<file path="src/hw/rtl/tss_pkg.sv">
// Shared types and constants for the trigger step sequencer.
// Used by tss_cv_addr and trigger_step_sequencer_core; depends on nothing.
`default_nettype none

package tss_pkg;

  localparam int CFG_IDX_W  = 3;
  localparam int CFG_DATA_W = 16;
  localparam int MV_W       = 15;
  localparam int CV_MV_W    = 14;
  localparam int PATTERN_W  = 16;
  localparam int TICKS_W    = 16;
  localparam int REG_STEP_W = 5;

  // Largest step count or reset step that the five-bit registers can hold.
  localparam int REG_STEP_MAX = (1 << REG_STEP_W) - 1;

  localparam int MV_HIGH     = 1000;
  localparam int MV_FULL     = 10000;
  localparam int MV_CV_ENTRY = 11000;

  typedef logic signed [MV_W-1:0] mv_t;
  typedef logic [CV_MV_W-1:0]     cv_mv_t;
  typedef logic [CFG_IDX_W-1:0]   cfg_idx_t;
  typedef logic [CFG_DATA_W-1:0]  cfg_data_t;

  typedef enum logic [CFG_IDX_W-1:0] {
    REG_STEP_PATTERN     = 3'd0,
    REG_SEQ_LENGTH       = 3'd1,
    REG_RESET_STEP       = 3'd2,
    REG_ADDRESS_MODE     = 3'd3,
    REG_RUN_IS_TRIGGER   = 3'd4,
    REG_REVERSE_NEGATIVE = 3'd5,
    REG_PULSE_TICKS      = 3'd6
  } cfg_reg_t;

  typedef enum logic {
    MODE_CV    = 1'b0,
    MODE_CLOCK = 1'b1
  } addr_mode_t;

  typedef struct packed {
    logic [PATTERN_W-1:0]  step_pattern;
    logic [REG_STEP_W-1:0] seq_length;
    logic [REG_STEP_W-1:0] reset_step;
    addr_mode_t            address_mode;
    logic                  run_is_trigger;
    logic                  reverse_negative;
    logic [TICKS_W-1:0]    pulse_ticks;
  } cfg_t;

endpackage

`default_nettype wire

</file>
<file path="src/hw/rtl/tss_cv_addr.sv">
// CV address decoder: maps a clamped 0 to 10 V level onto a one-based step address.
// Depends on tss_pkg for the voltage constants and types.
`default_nettype none

module tss_cv_addr #(
  parameter int LEN_MAX = 16
) (
  input  tss_pkg::cv_mv_t                    level_mv,
  input  logic [$clog2(LEN_MAX+1)-1:0]       len,
  output logic [$clog2(LEN_MAX+1)-1:0]       addr
);
  import tss_pkg::*;

  localparam int ADDR_W = $clog2(LEN_MAX + 1);
  localparam int PROD_W = CV_MV_W + ADDR_W;

  logic [PROD_W-1:0]  prod;
  logic [LEN_MAX-1:0] above;
  logic [ADDR_W-1:0]  quot;
  logic [ADDR_W:0]    addr_raw;

  // The quotient by full scale is the number of full-scale multiples that the
  // product reaches, found by parallel compares against constant thresholds.
  assign prod = PROD_W'(level_mv) * PROD_W'(len);

  always_comb begin
    for (int k = 0; k < LEN_MAX; k++) begin
      above[k] = prod >= PROD_W'((k + 1) * MV_FULL);
    end
  end

  assign quot     = ADDR_W'($countones(above));
  assign addr_raw = (ADDR_W + 1)'(quot) + 1'b1;
  assign addr     = (addr_raw >= (ADDR_W + 1)'(len)) ? len : addr_raw[ADDR_W-1:0];

endmodule

`default_nettype wire

</file>
<file path="src/hw/rtl/trigger_step_sequencer_core.sv">
// Trigger step sequencer core: run control, clocked and CV step addressing, trigger pulse.
// Depends on tss_pkg and instantiates tss_cv_addr.
//
// One request on the item channel is one sample tick carrying the clock, reverse,
// run and reset voltages and the run patch and button levels. Each request yields
// exactly one request on the result channel with the gate level, the zero-based
// step and the run state after that tick.
// A request is taken at a rising edge with item_valid high and item_stall low. It
// is held in an input register, and its result is registered in the result register
// once that register can advance. A new request can be taken in every cycle while
// the result channel does not stall: the whole tick is one pass of logic between the
// input register and the result register, and the sequencer state is written in that same pass.
// When the receiver raises result_stall, the result register holds. An empty input
// register still takes one request; item_stall is high whenever the input register
// is full while the result waits, and it drops in the cycle the result is taken.
// The user must write configuration via cfg_we, cfg_index and cfg_data while the
// block is idle; the block does not enforce this. Synchronous reset restores the
// register defaults, sets step 0, running, clocked mode and no pulse, and empties both registers.
`default_nettype none

module trigger_step_sequencer_core #(
  parameter int MAX_STEPS = 16
) (
  input  logic               clk,
  input  logic               rst,
  input  logic               cfg_we,
  input  tss_pkg::cfg_idx_t  cfg_index,
  input  tss_pkg::cfg_data_t cfg_data,
  input  logic               item_valid,
  output logic               item_stall,
  input  tss_pkg::mv_t       clock_mv,
  input  tss_pkg::mv_t       reverse_mv,
  input  tss_pkg::mv_t       run_mv,
  input  tss_pkg::mv_t       reset_mv,
  input  logic               run_connected,
  input  logic               run_button,
  output logic               result_valid,
  input  logic               result_stall,
  output logic               gate_out,
  output logic [3:0]         current_step,
  output logic               running
);
  import tss_pkg::*;

  localparam int LEN_MAX = (MAX_STEPS > REG_STEP_MAX) ? REG_STEP_MAX : MAX_STEPS;
  localparam int IDX_W   = $clog2(LEN_MAX);
  localparam int ADDR_W  = $clog2(LEN_MAX + 1);

  cfg_t cfg;

  logic              in_valid;
  mv_t               in_clock_mv;
  mv_t               in_reverse_mv;
  mv_t               in_run_mv;
  mv_t               in_reset_mv;
  logic              in_run_connected;
  logic              in_run_button;

  logic [IDX_W-1:0]  step_index;
  logic              run_state;
  mv_t               prev_clock_mv;
  logic              prev_reset_high;
  logic              prev_run_high;
  logic [ADDR_W-1:0] prev_address;
  addr_mode_t        prev_mode;
  logic              pulse_active;
  logic [TICKS_W-1:0] pulse_left;

  logic [IDX_W-1:0]  step_index_next;
  logic              run_state_next;
  mv_t               prev_clock_mv_next;
  logic              prev_reset_high_next;
  logic              prev_run_high_next;
  logic [ADDR_W-1:0] prev_address_next;
  addr_mode_t        prev_mode_next;
  logic              pulse_active_next;
  logic [TICKS_W-1:0] pulse_left_next;
  logic              gate_next;

  logic              advance;
  logic              accept;
  logic              fire;
  logic [ADDR_W-1:0] len;
  logic [ADDR_W-1:0] rs;
  logic [ADDR_W-1:0] step_inc;
  logic [5:0]        idx_wide;
  logic              backward;
  logic              rhigh;
  cv_mv_t            level_mv;
  logic [ADDR_W-1:0] cv_addr;

  assign advance    = !result_valid || !result_stall;
  assign item_stall = in_valid && !advance;
  assign accept     = item_valid && !item_stall;

  always_ff @(posedge clk) begin
    if (rst) begin
      cfg.step_pattern     <= '0;
      cfg.seq_length       <= REG_STEP_W'(16);
      cfg.reset_step       <= REG_STEP_W'(1);
      cfg.address_mode     <= MODE_CLOCK;
      cfg.run_is_trigger   <= 1'b0;
      cfg.reverse_negative <= 1'b0;
      cfg.pulse_ticks      <= TICKS_W'(48);
    end else if (cfg_we) begin
      unique case (cfg_index)
        REG_STEP_PATTERN:     cfg.step_pattern     <= cfg_data[PATTERN_W-1:0];
        REG_SEQ_LENGTH:       cfg.seq_length       <= cfg_data[REG_STEP_W-1:0];
        REG_RESET_STEP:       cfg.reset_step       <= cfg_data[REG_STEP_W-1:0];
        REG_ADDRESS_MODE:     cfg.address_mode     <= addr_mode_t'(cfg_data[0]);
        REG_RUN_IS_TRIGGER:   cfg.run_is_trigger   <= cfg_data[0];
        REG_REVERSE_NEGATIVE: cfg.reverse_negative <= cfg_data[0];
        REG_PULSE_TICKS:      cfg.pulse_ticks      <= cfg_data[TICKS_W-1:0];
        default: ;
      endcase
    end
  end

  always_ff @(posedge clk) begin
    if (rst) begin
      in_valid <= 1'b0;
    end else if (accept) begin
      in_valid <= 1'b1;
    end else if (advance) begin
      in_valid <= 1'b0;
    end
  end

  always_ff @(posedge clk) begin
    if (accept) begin
      in_clock_mv      <= clock_mv;
      in_reverse_mv    <= reverse_mv;
      in_run_mv        <= run_mv;
      in_reset_mv      <= reset_mv;
      in_run_connected <= run_connected;
      in_run_button    <= run_button;
    end
  end

  always_comb begin
    if (cfg.seq_length == '0) begin
      len = ADDR_W'(1);
    end else if (int'(cfg.seq_length) > LEN_MAX) begin
      len = ADDR_W'(LEN_MAX);
    end else begin
      len = ADDR_W'(cfg.seq_length);
    end
    if (cfg.reset_step == '0) begin
      rs = ADDR_W'(1);
    end else if (int'(cfg.reset_step) > LEN_MAX) begin
      rs = ADDR_W'(LEN_MAX);
    end else begin
      rs = ADDR_W'(cfg.reset_step);
    end
  end

  always_comb begin
    if (in_clock_mv > mv_t'(MV_FULL)) begin
      level_mv = cv_mv_t'(MV_FULL);
    end else if (in_clock_mv < 0) begin
      level_mv = '0;
    end else begin
      level_mv = in_clock_mv[CV_MV_W-1:0];
    end
  end

  tss_cv_addr #(
    .LEN_MAX (LEN_MAX)
  ) u_cv_addr (
    .level_mv (level_mv),
    .len      (len),
    .addr     (cv_addr)
  );

  assign rhigh    = in_reset_mv >= mv_t'(MV_HIGH);
  assign backward = cfg.reverse_negative ? (in_reverse_mv < -mv_t'(MV_HIGH))
                                         : (in_reverse_mv >= mv_t'(MV_HIGH));

  always_comb begin
    step_index_next      = step_index;
    run_state_next       = run_state;
    prev_clock_mv_next   = prev_clock_mv;
    prev_reset_high_next = prev_reset_high;
    prev_run_high_next   = prev_run_high;
    prev_address_next    = prev_address;
    prev_mode_next       = prev_mode;
    pulse_active_next    = pulse_active;
    pulse_left_next      = pulse_left;
    gate_next            = 1'b0;
    fire                 = 1'b0;
    step_inc             = '0;

    if (in_run_connected) begin
      if (!cfg.run_is_trigger) begin
        run_state_next = in_run_mv > mv_t'(MV_HIGH);
      end else begin
        if ((in_run_mv > mv_t'(MV_HIGH)) && !prev_run_high) begin
          run_state_next = !run_state;
        end
        prev_run_high_next = in_run_mv > mv_t'(MV_HIGH);
      end
    end else begin
      run_state_next = in_run_button;
    end

    if (run_state_next) begin
      if (cfg.address_mode == MODE_CV && prev_mode == MODE_CLOCK) begin
        prev_clock_mv_next = mv_t'(MV_CV_ENTRY);
        prev_address_next  = '0;
      end
      prev_mode_next = cfg.address_mode;

      if (cfg.address_mode == MODE_CLOCK) begin
        if (rhigh && !prev_reset_high) begin
          step_index_next = IDX_W'(rs - 1'b1);
        end
        prev_reset_high_next = rhigh;
        if (in_clock_mv >= mv_t'(MV_HIGH) && prev_clock_mv < mv_t'(MV_HIGH)) begin
          if (!backward) begin
            step_inc = ADDR_W'(step_index_next) + 1'b1;
            step_index_next = (step_inc >= len) ? '0 : IDX_W'(step_inc);
          end else if (step_index_next == '0) begin
            step_index_next = IDX_W'(len - 1'b1);
          end else begin
            step_index_next = step_index_next - 1'b1;
          end
          fire = 1'b1;
        end
        prev_clock_mv_next = in_clock_mv;
      end else begin
        if (mv_t'(level_mv) != prev_clock_mv_next && cv_addr != prev_address_next) begin
          step_index_next   = IDX_W'(cv_addr - 1'b1);
          prev_address_next = cv_addr;
          fire              = 1'b1;
        end
        prev_clock_mv_next = mv_t'(level_mv);
      end
    end

    // Steps beyond the pattern width never fire.
    idx_wide = 6'(step_index_next);
    if (fire && idx_wide < 6'(PATTERN_W) && cfg.step_pattern[idx_wide[3:0]]) begin
      pulse_active_next = 1'b1;
      pulse_left_next   = cfg.pulse_ticks;
    end

    if (pulse_active_next) begin
      if (pulse_left_next == '0) begin
        pulse_active_next = 1'b0;
      end else begin
        pulse_left_next = pulse_left_next - 1'b1;
        gate_next       = 1'b1;
      end
    end
  end

  always_ff @(posedge clk) begin
    if (rst) begin
      step_index      <= '0;
      run_state       <= 1'b1;
      prev_clock_mv   <= '0;
      prev_reset_high <= 1'b0;
      prev_run_high   <= 1'b0;
      prev_address    <= '0;
      prev_mode       <= MODE_CLOCK;
      pulse_active    <= 1'b0;
      pulse_left      <= '0;
      result_valid    <= 1'b0;
    end else if (in_valid && advance) begin
      step_index      <= step_index_next;
      run_state       <= run_state_next;
      prev_clock_mv   <= prev_clock_mv_next;
      prev_reset_high <= prev_reset_high_next;
      prev_run_high   <= prev_run_high_next;
      prev_address    <= prev_address_next;
      prev_mode       <= prev_mode_next;
      pulse_active    <= pulse_active_next;
      pulse_left      <= pulse_left_next;
      result_valid    <= 1'b1;
    end else if (!result_stall) begin
      result_valid    <= 1'b0;
    end
  end

  always_ff @(posedge clk) begin
    if (in_valid && advance) begin
      gate_out     <= gate_next;
      current_step <= 4'(step_index_next);
      running      <= run_state_next;
    end
  end

  a_running_matches_state: assert property (@(posedge clk) disable iff (rst)
    result_valid |-> running == run_state)
    else $error("running output differs from the stored run state");

  a_step_in_range: assert property (@(posedge clk) disable iff (rst)
    int'(step_index) < LEN_MAX)
    else $error("step index beyond the largest step count");

  a_idle_pulse_clear: assert property (@(posedge clk) disable iff (rst)
    !pulse_active |-> pulse_left == '0)
    else $error("pulse counter left nonzero with no pulse active");

  a_stall_needs_item: assert property (@(posedge clk) disable iff (rst)
    item_stall |-> in_valid && result_valid)
    else $error("item channel stalled with room in the pipeline");

endmodule

`default_nettype wire

</file>
<file path="config.mk">
export PLATFORM = sky130hd
export DESIGN_NAME = trigger_step_sequencer_core
export DESIGN_NICKNAME = d
export VERILOG_FILES = /design/src/hw/rtl/tss_pkg.sv /design/src/hw/rtl/tss_cv_addr.sv /design/src/hw/rtl/trigger_step_sequencer_core.sv
export SDC_FILE = /design/constraint.sdc
export NUM_CORES = 1
export LEC_CHECK = 0
export BUFFER_PORTS_ARGS = -buffer_cell sky130_fd_sc_hd__buf_2
export CORE_ASPECT_RATIO = 1.75
export CORE_UTILIZATION = 40
export DETAILED_ROUTE_END_ITERATION = 16
export PLACE_DENSITY = 0.62
export SYNTH_ARGS = -nofsm -noshare
export SYNTH_HDL_FRONTEND = slang
export SYNTH_SLANG_ARGS = --single-unit
</file>
<file path="constraint.sdc">
create_clock -name clk -period 25.6 [get_ports clk]
set_clock_uncertainty 0.1 [all_clocks]
set_input_delay 3.84 -clock clk [delete_from_list [all_inputs] [get_ports clk]]
set_output_delay 3.84 -clock clk [all_outputs]
set_load 0.1 [all_outputs]
</file>
==> run metrics <==
Setup violations, final=0; Vias=10,206; Worst Path Max Fanout=39; CTS tree=built; initial antenna violation count=1; FFs w/ async S/R, synth=0; Worst Path Arrival=19,310 ps; Clk network pwr share=0.177; gr ovfl total=0; First-pass DRT Iterations=5; Layout area overhead=11.03%; drt drc=0; HP Class=register to register; crit start category=register; power per cell area=110.5 mW/mm^2; port bufs=87; Crit path max-delay family=adder cells; Core Util, Final=0.4514; Final Critical Period=19,120 ps; sequential share of the synthesized area=0.3182; Crit path buffers/inverters=5; met2 Use GR=0.4183; Syn. warnings=0; Critical Path Most Common Cell=fa_1; Area after DPL=0.01234 mm^2; CTS root buffer=clkbuf_16; dpl hpwl=23,080 um; setup bufs post-CTS=0; Resized cells post-CTS=0; Tot GR Track Use=0.2170; Sw Pwr=664.5 uW; Filler cells=2,811; Slew Viols, Final=0; pin count of the biggest net entering global routing=57; LEAKAGE=0.005119 uW; most common cell after layout, fill and taps aside=nand2_1; die width=130.9 um; Syn Inst Count=1,362; Setup crit end kind=register; CP Class=register to register; WL/cell=16.97 um; Ports=94; gpl congestion=0.8832; number of H-tree levels=4; layout cells sized above 1=0.1219; Initial Util=0.4065; M3 GR Usage=0.02551; mapped cell area=0.01164 mm^2; layout net count=1,606; Via density=5.651; post-route design area=0.01292 mm^2; P_int=762.8 uW; clk sinks=154; wire length of the first global-routing pass=49,870 um; Core ar.=0.02863 mm^2; # hold bufs at CTS=0; #FFs+latches synth=154; max cap viols=0; die height=227.6 um; maximum vdd drop=0.1085 mV; worst setup margin=6478 ps; drt total wl=30,660 um; final hold violation count=0; Iter 0 DRT Violations=540; WP data required=25,780 ps; commonest cells after routing, fill and taps aside=nand2_1, nor2_1, a21oi_1; GR peak layer=met2; Core Rows=82; Post-Place Worst Slack=6681 ps; post-route ant nets=0; Die ar.=0.02981 mm^2; CTS clk-pin slew, worst paths=70 ps; Slew HR=0.2209; CP max stage cell=nor4b_1; Slowest Stage Delay on Critical Path=750 ps; Post-synth EDFFs=62; Clock Latency Late Sink=450 ps; Combinational Power Share=0.626; RSZ-0062 raised after global routing=false; Longest Clk Path Bufs=2; Synthesized Nets=1,553; Most used DFF post-synth=dfxtp_1; TritonCTS buffer count=17; Setup TNS=0 ps; Mapped Avg Cell Area=8.544 um^2; Least-Margin Pin Slew=1166 ps; vias in the first global route=10,183; switch share=0.4656; met1 Track Usage GR=0.2230; status=complete, no violations; Flop pwr share=0.197; Final Cycle Share=0.7470; max frequency=52.30 MHz; Synth cell types=99
==> registers in the layout, summed over array words and instances, names as in the netlist, 4 cells and up <==
signal,flops
cfg,45
pulse_left,16
in_clock_mv,15
in_run_mv,15
prev_clock_mv,15
in_reset_mv,12
in_reverse_mv,12
prev_address,5
current_step,4
step_index,4
==> path summary, 6_finish.rpt <==
check	start	endpoint	slack [ps]	depth (start not counted)
setup / recovery	in_clock_mv[14]	pulse_left[13]	6480	61
hold reg to reg	cfg[37]	cfg[37]	350	2
setup reg to reg	in_clock_mv[14]	pulse_left[13]	6480	61
hold / removal	cfg[37]	cfg[37]	350	2
==> stage by stage <==
step,std cells,total power (uW),hold WS [ps]
finish,1806,1427,350.4
global route,1806,1536,373.5
CTS,1805,1436,355.0
detailed placement,1774,1179,346.3
global placement,1774,1154,340.7
floorplan,1362,997.6,331.9
==> logic make-up after synthesis <==
logic type / after synthesis / synth area share
multiplexers: 29 / 0.02785
buffers and inverters: 174 / 0.06160
XOR/XNOR: 41 / 0.03333
adder cells (fa/ha/maj): 105 / 0.1432
AO/OA/AOI/OAI: 335 / 0.1912
flip-flops: 154 / 0.3182
AND/OR/NAND/NOR: 524 / 0.2246
==> power by group through the flow <==
stage | Sequential (uW) | Combinational, uW | Clock [uW]
final | 281 | 894 | 252
after global routing | 283 | 986 | 267
after CTS | 281 | 897 | 258
after detailed placement | 286 | 892 | 0
after global placement | 286 | 868 | 0
after floorplan | 288 | 709 | 0
==> worst reg2reg max path: cells and delay by family, from the launching register on <==
kind            cells  cell delay (ps)
compound gates     21             5190
xor+xnor            3              800
fa+ha+maj          14             5860
simple gates       15             4680
flops               1              630
mux                 3             1240
buf+inv             5              490
==> layer usage <==
metal	vias to the layer above	wire, um
met2	237	16930
met4	0	1247
met5	-	0
met1	4890	11570
met3	89	911
li1	4990	-
==> Yosys cell counts (all sizes together), types with 12 or more instances <==
library cell | number | share of area
a31oi | 13 | 0.0070
xor2 | 12 | 0.0097
a21oi | 112 | 0.048
xnor2 | 28 | 0.022
ha | 58 | 0.062
and3 | 40 | 0.022
nand4 | 17 | 0.010
nand2b | 18 | 0.0097
fa | 47 | 0.081
clkbuf | 45 | 0.015
inv | 103 | 0.033
nand2 | 156 | 0.051
o31ai | 13 | 0.0084
o21ai | 66 | 0.030
nor4 | 20 | 0.012
buf | 22 | 0.013
nand3 | 51 | 0.022
nor2 | 118 | 0.038
a211oi | 27 | 0.018
dfxtp | 92 | 0.16
nor3 | 39 | 0.018
edfxtp | 62 | 0.16
o211ai | 16 | 0.011
mux2i | 23 | 0.020
==> cell type report <==
cell class,count,area [um^2],area share
inverters,107,401.6,0.03108
diodes,1,2.502,0.0001937
clock inverters,14,150.1,0.01162
repair buffers,101,540.5,0.04183
flip-flops and latches,154,3704,0.2866
clock buffers,17,425.4,0.03292
well taps,378,473.0,0.03660
multi-input cells,1034,7224,0.5591
Power figures use the tool's default switching activity.
